`config.mk`:
```
export PLATFORM = sky130hd
export DESIGN_NAME = sensor_uart_command_framer
export DESIGN_NICKNAME = d
export VERILOG_FILES = /design/src/rtl/sucf_pkg.sv /design/src/rtl/sucf_tx_encode.sv /design/src/rtl/sensor_uart_command_framer.sv
export SDC_FILE = /design/constraint.sdc
export NUM_CORES = 1
export LEC_CHECK = 0
export ABC_AREA = 1
export BUFFER_PORTS_ARGS = -buffer_cell sky130_fd_sc_hd__buf_2
export CORE_UTILIZATION = 55
export DETAILED_ROUTE_END_ITERATION = 10
export MAX_ROUTING_LAYER = met4
export PLACE_DENSITY_LB_ADDON = 0.1
export SLEW_MARGIN = 40
export SYNTH_ARGS = -nofsm -noshare
export SYNTH_HDL_FRONTEND = slang
export SYNTH_SLANG_ARGS = --single-unit
```
`constraint.sdc`:
```
create_clock -name clock -period 6.14 [get_ports clock]
set_input_delay 1.228 -clock clock [delete_from_list [all_inputs] [get_ports clock]]
set_output_delay 1.228 -clock clock [all_outputs]
set_load 0.02 [all_outputs]
```
`src/rtl/sucf_pkg.sv`:
```
// ----------------------------------------------------------------------------
// sucf_pkg: shared types and codes of the sensor UART command framer
// Transaction payload structs, opcodes, frame headers and response codes.
// ----------------------------------------------------------------------------
package sucf_pkg;

   // input function codes
   localparam logic FUNC_CMD = 1'b0;
   localparam logic FUNC_RX  = 1'b1;

   // command kinds
   localparam logic [1:0] CMD_READ     = 2'd0;
   localparam logic [1:0] CMD_BASELINE = 2'd1;
   localparam logic [1:0] CMD_NTC_RES  = 2'd2;
   localparam logic [1:0] CMD_NTC_B    = 2'd3;

   // command opcodes
   localparam logic [7:0] OP_READ     = 8'hA0;
   localparam logic [7:0] OP_BASELINE = 8'hA6;
   localparam logic [7:0] OP_NTC_RES  = 8'hA3;
   localparam logic [7:0] OP_NTC_B    = 8'hA5;

   // response frame headers
   localparam logic [7:0] HDR_DATA = 8'hAA;
   localparam logic [7:0] HDR_ACK  = 8'hAC;

   // result kinds
   localparam logic KIND_TX   = 1'b0;
   localparam logic KIND_RESP = 1'b1;

   // response error codes
   localparam logic [1:0] ERR_OK       = 2'd0;
   localparam logic [1:0] ERR_CHECKSUM = 2'd1;
   localparam logic [1:0] ERR_HEADER   = 2'd2;
   localparam logic [1:0] ERR_STATUS   = 2'd3;

   // bytes per frame, and bytes held before the closing byte
   localparam int FRAME_BYTES = 6;
   localparam int HOLD_BYTES  = FRAME_BYTES - 1;

   typedef struct packed {
      logic        func;
      logic [1:0]  command_kind;
      logic [31:0] command_value;
      logic [7:0]  rx_byte;
   } req_type;

   typedef struct packed {
      logic        result_kind;
      logic [7:0]  tx_byte;
      logic        tx_last;
      logic [1:0]  response_error;
      logic        response_is_data;
      logic [15:0] conductivity_us;
      logic [15:0] temperature_cdeg;
      logic [7:0]  device_status;
   } rsp_type;

   typedef logic [FRAME_BYTES-1:0][7:0] tx_frame_type;

endpackage

```
`src/rtl/sucf_tx_encode.sv`:
```
// ----------------------------------------------------------------------------
// sucf_tx_encode: command frame encoder
// Builds the six transmit bytes: opcode, big-endian payload, sum checksum.
// ----------------------------------------------------------------------------
module sucf_tx_encode (
   input  logic [1:0]            command_kind,
   input  logic [31:0]           command_value,
   output sucf_pkg::tx_frame_type frame
);
   import sucf_pkg::*;

   logic [31:0] payload;
   logic [7:0]  opcode;

   // opcode and payload per command kind
   always_comb begin
      case (command_kind)
         CMD_READ: begin
            opcode  = OP_READ;
            payload = 32'h0;
         end
         CMD_BASELINE: begin
            opcode  = OP_BASELINE;
            payload = 32'h0;
         end
         CMD_NTC_RES: begin
            opcode  = OP_NTC_RES;
            payload = command_value;
         end
         CMD_NTC_B: begin
            opcode  = OP_NTC_B;
            payload = {command_value[15:0], 16'h0};
         end
         default: begin
            opcode  = OP_READ;
            payload = 32'h0;
         end
      endcase
   end

   // frame byte 0 goes out first; byte 5 is the checksum
   always_comb begin
      frame[0] = opcode;
      frame[1] = payload[31:24];
      frame[2] = payload[23:16];
      frame[3] = payload[15:8];
      frame[4] = payload[7:0];
      frame[5] = opcode + payload[31:24] + payload[23:16] + payload[15:8]
               + payload[7:0];
   end

endmodule

```
`src/rtl/sensor_uart_command_framer.sv`:
```
// ----------------------------------------------------------------------------
// sensor_uart_command_framer: host side of a six-byte sensor UART protocol
// Turns commands into transmit frames and received bytes into parsed
// measurement or acknowledge responses.
// ----------------------------------------------------------------------------
//   channel  direction  handshake            payload
//   req      in         req_valid/req_stall  req_data (sucf_pkg::req_type)
//   rsp      out        rsp_valid/rsp_stall  rsp_data (sucf_pkg::rsp_type)
//
// A command yields six transmit results, one per cycle unless rsp_stall holds;
// a received byte yields nothing, or one response on the byte that closes a frame.
// One transaction per cycle is taken while the queue is empty or its last result
// is taken; a command holds the input until its last transmit result is taken.
// Synchronous active-high reset clears counts and state; no clearing pass.
// rsp_stall holds the current result; req_stall follows the queue fill.
// ----------------------------------------------------------------------------
module sensor_uart_command_framer (
   input  logic              clock,
   input  logic              reset,
   input  logic              req_valid,
   output logic              req_stall,
   input  sucf_pkg::req_type req_data,
   output logic              rsp_valid,
   input  logic              rsp_stall,
   output sucf_pkg::rsp_type rsp_data
);
   import sucf_pkg::*;

   localparam int CntW = $clog2(FRAME_BYTES + 1);
   localparam int IdxW = $clog2(HOLD_BYTES);

   // output queue
   rsp_type                      out_ff, out_in;
   logic [HOLD_BYTES-1:0][7:0]   txq_ff, txq_in;
   logic [CntW-1:0]              count_ff, count_in;

   // receive state
   logic [7:0]                   rx_frame_ff [HOLD_BYTES];
   logic [CntW-1:0]              rx_count_ff, rx_count_in;
   logic [7:0]                   rx_sum_ff, rx_sum_in;
   logic                         expect_ff, expect_in;

   logic                         pop, acc, rx_close, rx_hold;
   tx_frame_type                 tx_frame;
   rsp_type                      resp;

   // handshake
   assign rsp_valid = (count_ff != '0);
   assign pop       = rsp_valid && !rsp_stall;
   assign req_stall = !((count_ff == '0) || ((count_ff == CntW'(1)) && pop));
   assign acc       = req_valid && !req_stall;
   assign rsp_data  = out_ff;

   assign rx_close = (rx_count_ff >= CntW'(HOLD_BYTES));
   assign rx_hold  = acc && (req_data.func == FUNC_RX) && !rx_close;

   sucf_tx_encode u_tx_encode (
      .command_kind  (req_data.command_kind),
      .command_value (req_data.command_value),
      .frame         (tx_frame)
   );

   // response parse on the closing byte
   always_comb begin
      resp             = '0;
      resp.result_kind = KIND_RESP;
      resp.response_is_data = expect_ff;
      if (rx_sum_ff != req_data.rx_byte) begin
         resp.response_error = ERR_CHECKSUM;
      end else if (expect_ff) begin
         if (rx_frame_ff[0] != HDR_DATA) begin
            resp.response_error = ERR_HEADER;
         end else begin
            resp.conductivity_us  = {rx_frame_ff[1], rx_frame_ff[2]};
            resp.temperature_cdeg = {rx_frame_ff[3], rx_frame_ff[4]};
         end
      end else begin
         if (rx_frame_ff[0] != HDR_ACK) begin
            resp.response_error = ERR_HEADER;
         end else begin
            resp.device_status = rx_frame_ff[1];
            if (rx_frame_ff[1] != 8'h00) begin
               resp.response_error = ERR_STATUS;
            end
         end
      end
   end

   // output queue next state
   always_comb begin
      out_in   = out_ff;
      txq_in   = txq_ff;
      count_in = count_ff;
      if (pop) begin
         count_in       = count_ff - CntW'(1);
         out_in.tx_byte = txq_ff[0];
         out_in.tx_last = (count_ff == CntW'(2));
         txq_in         = {8'h00, txq_ff[HOLD_BYTES-1:1]};
      end
      if (acc) begin
         if (req_data.func == FUNC_CMD) begin
            out_in             = '0;
            out_in.result_kind = KIND_TX;
            out_in.tx_byte     = tx_frame[0];
            txq_in             = tx_frame[FRAME_BYTES-1:1];
            count_in           = CntW'(FRAME_BYTES);
         end else if (rx_close) begin
            out_in   = resp;
            count_in = CntW'(1);
         end
      end
   end

   // receive state next
   always_comb begin
      rx_count_in = rx_count_ff;
      rx_sum_in   = rx_sum_ff;
      expect_in   = expect_ff;
      if (acc) begin
         if (req_data.func == FUNC_CMD) begin
            expect_in = (req_data.command_kind == CMD_READ);
         end else if (rx_close) begin
            rx_count_in = '0;
            rx_sum_in   = 8'h00;
         end else begin
            rx_count_in = rx_count_ff + CntW'(1);
            rx_sum_in   = rx_sum_ff + req_data.rx_byte;
         end
      end
   end

   // control registers
   always_ff @(posedge clock) begin
      if (reset) begin
         count_ff    <= '0;
         rx_count_ff <= '0;
         rx_sum_ff   <= 8'h00;
         expect_ff   <= 1'b1;
      end else begin
         count_ff    <= count_in;
         rx_count_ff <= rx_count_in;
         rx_sum_ff   <= rx_sum_in;
         expect_ff   <= expect_in;
      end
   end

   // payload registers
   always_ff @(posedge clock) begin
      out_ff <= out_in;
      txq_ff <= txq_in;
   end

   // frame byte store, written only while the frame fills
   always_ff @(posedge clock) begin
      if (rx_hold) begin
         rx_frame_ff[rx_count_ff[IdxW-1:0]] <= req_data.rx_byte;
      end
   end

   // checks
   a_rx_count_range: assert property (@(posedge clock) disable iff (reset)
      rx_count_ff <= CntW'(HOLD_BYTES))
      else $error("receive count beyond frame hold");

   a_cmd_fills_queue: assert property (@(posedge clock) disable iff (reset)
      (acc && req_data.func == FUNC_CMD) |=> (count_ff == CntW'(FRAME_BYTES)))
      else $error("command did not load six transmit results");

   a_last_at_end: assert property (@(posedge clock) disable iff (reset)
      (rsp_valid && rsp_data.result_kind == KIND_TX && rsp_data.tx_last)
         |-> (count_ff == CntW'(1)))
      else $error("tx_last shown before the final queued byte");

   a_drain_empty: assert property (@(posedge clock) disable iff (reset)
      (pop && count_ff == CntW'(1) && !req_valid) |=> !rsp_valid)
      else $error("result repeated after the queue drained");

endmodule

```
==> out/results.ini <==
[status]
run_status=completed

[worst_hold_path]
hold_class=flop to flop

[clocking]
cts_resized=0
cts_tree=done
worstSkewPairLatency_ps=420
clk_pin_slew_ps=60
ctsHoldBuffers=0
cts_htree_levels=4
numCtsBuffers=17
cts_root_buf=clkbuf_16
clockBufferDepth=2
clock_sinks=148
cts_setup_buffers=0

[setup_path]
crit_slowest_cell=ha_1
timing.rr.start=count_ff[0]$_SDFF_PP0_
cpMostUsedCell=fa_1
regToRegEndpoint=rsp_data[18]$_SDFFCE_PN0P_
startpoint_type=input port
rr_worst_depth=9
worst-endpoint-arrival_ps=4940
path_cells=buf_2, ha_1, o21bai_1, fa_1, fa_1, fa_1, inv_1, ha_1, fa_1, inv_1, nor3_1, or2_2, nand2_1, nand3_1, nand2_1
r2r_slack_ps=3440
worstPathRequired_ps=6500
crit_end=txq_ff[39]$_DFF_P_
crit_type=input port to flop
cp-startpoint=req_data[40]
crit_fanout=18
cp_slowest_stage_delay_ps=600
cp-end-kind=flop

[timing]
min_period_over_period_pct=74.53
worstMarginPinSlew_ps=812.3
clock_skew_ps=7.833
setup_tns_ps=0
finalHoldViolations=0
finalCriticalPeriod_ps=4576
setup_viol=0
setup_ws_ps=1564
drv_slew=0
relSlewSlack_pct=45.64
rsz0062_at_grt=no
timing.fmax_ghz=0.2185
whs_ps=476.2

[global_routing]
grt_pass1_wl_mm=24.63
grt_max_degree=81
antenna_found_initial=0
grtUsageTotal_pct=23.42
grt_pass1_vias=5170
grt_overflow=0

[floorplan]
dieWidth_um=117.5
ios=102
die_h_um=117.5
start_util_pct=57.20
rows=41
design.die.area_um2=13800
core_area_um2=12820

[logic_synthesis]
netlist_area_um2=7336
postSynthAreaPerCell_um2=9.847
synth_cell_types=40
ys_top_cells_by_area=edfxtp_1, dfxtp_1, nand2_1
synthArstFlopShare_pct=0
ys_seq_area_share_pct=51.85
synthFlopType=edfxtp_1
synth_area_leader_cell=edfxtp_1
syn_inst=745
yosysTopAreaCellShare_pct=34.39
ys_ff_latch=148
yosysWarningCount=0
synth_nets=838
synth-edff-count=84

[layout]
final_layout_size_suffix_gt1_share_pct=22.77
nFillCells=1044
nNetsFinal=932
area.growth.synth_to_final_pct=15.98
multi_input_area_um2=2988
diodes=0
seq_area_um2=3804

[placed_design]
dp_slack_ps=1168
dpl.hpwl_mm=10.49
place_congestion=0.8938
place.port_buffers=101

[pwr]
p_per_area_nw_per_um2=394.1
p_leak_nw=3.704
irDropWorstVdd_mv=0.3373

[route]
via_count=5417
drt-vias-per-instance=5.290
drcViolationCount=0
initialDrtViolationCount=362
ant_nets=0
wl_per_cell_um=14.44
firstDrtPassIters=6
wirelength_mm=14.78

[run]
drv_cap=0

[state kept, by name, summed over array words and instances, names as in the netlist]
register and cells:
expect_ff 1, count_ff 3, rx_count_ff 3, rsp_data 53
rx_sum_ff 8, txq_ff 40, rx_frame_ff 40
[metrics by stage]
step	util [%]	cell area (um2)	power [mW]	std cells
after floorplan	-	7336	2.115	745
after global placement	61.74	7918	2.334	991
after detailed placement	61.91	7940	2.366	992
after CTS	66.34	8508	3.369	1024
after global routing	66.34	8508	3.548	1024
final	66.34	8508	3.353	1024
[how the worst min path moves through the flow]
stage / start / endpoint / cells after the start
3_3_place_gp: rx_sum_ff[0]$_SDFFE_PP0P_ / rx_sum_ff[0]$_SDFFE_PP0P_ / 2
4_1_cts: txq_ff[34]$_DFF_P_ / txq_ff[34]$_DFF_P_ / 2
6_report: txq_ff[34]$_DFF_P_ / txq_ff[34]$_DFF_P_ / 2
5_1_grt: txq_ff[4]$_DFF_P_ / txq_ff[4]$_DFF_P_ / 2
2_1_floorplan: txq_ff[32]$_DFF_P_ / txq_ff[32]$_DFF_P_ / 2
3_5_place_dp: txq_ff[34]$_DFF_P_ / txq_ff[34]$_DFF_P_ / 2
[layout make-up]
type	count	area share [%]
Sequential cell	148	44.71
Multi-Input combinational cell	463	35.12
Timing Repair Buffer	107	6.471
Clock buffer	20	5.132
Inverter	102	4.500
Tap cell	172	2.529
Clock inverter	12	1.544
[cells by family (layout without fill, tap and decap cells)]
logic type / Yosys count / in the layout / share of synthesized area (%)
AOI/OAI and AO/OA: 104 / 104 / 8.699
DFF: 148 / 148 / 51.85
xor gates and xnor gates: 10 / 10 / 1.194
and+or+nand+nor: 298 / 298 / 20.33
muxes: 5 / 5 / 0.6823
adders and majority gates: 46 / 46 / 9.586
buffers and inverters: 134 / 241 / 7.658
[synth_stat cells (17+ instances only)]
library cell,n
nand3_1,30
nor2_1,36
fa_1,17
a31oi_1,25
edfxtp_1,84
ha_1,29
a21oi_1,25
buf_2,20
o21ai_0,24
inv_1,96
nor3_2,41
nand2_1,166
dfxtp_1,64
[critical path, delay by kind of cell]
family / cells / cell delay (ps)
adders and majority gates: 6 / 2710
AOI/OAI and AO/OA: 1 / 200
and+or+nand+nor: 5 / 570
buffers and inverters: 3 / 240
[where the power goes]
part	internal, mW	leakage [nW]	switching [mW]
registers	1.29	1.31	0.103
clock network	0.598	0.268	0.400
logic	0.340	2.12	0.621
total	2.23	3.70	1.12
[placed cells by master (no fill, tap or decap), types with 5 or more instances in the layout]
master,Yosys,layout
edfxtp_1,84,84
fa_1,17,17
mux2i_1,5,5
inv_1,96,96
xor2_1,5,5
clkbuf_16,0,17
xnor2_1,5,5
nand3_1,30,30
nand2_1,166,165
o21ai_0,24,24
buf_2,20,101
dfxtp_1,64,64
nor3_2,41,43
ha_1,29,29
a22o_1,14,14
nor2_1,36,36
buf_4,1,6
o211ai_1,6,6
nand4_1,7,7
inv_2,5,5
a21oi_1,25,25
a31oi_1,25,25
[routing by layer]
layer,vias to the layer above,track usage [%],share of wire (%)
met5,-,-,0
met4,0,9.615,1.3
met3,17,3.779,4.6
met2,147,36.02,47
met1,2566,31.06,47
li1,2687,-,-
(Power assumes the default switching activity.)
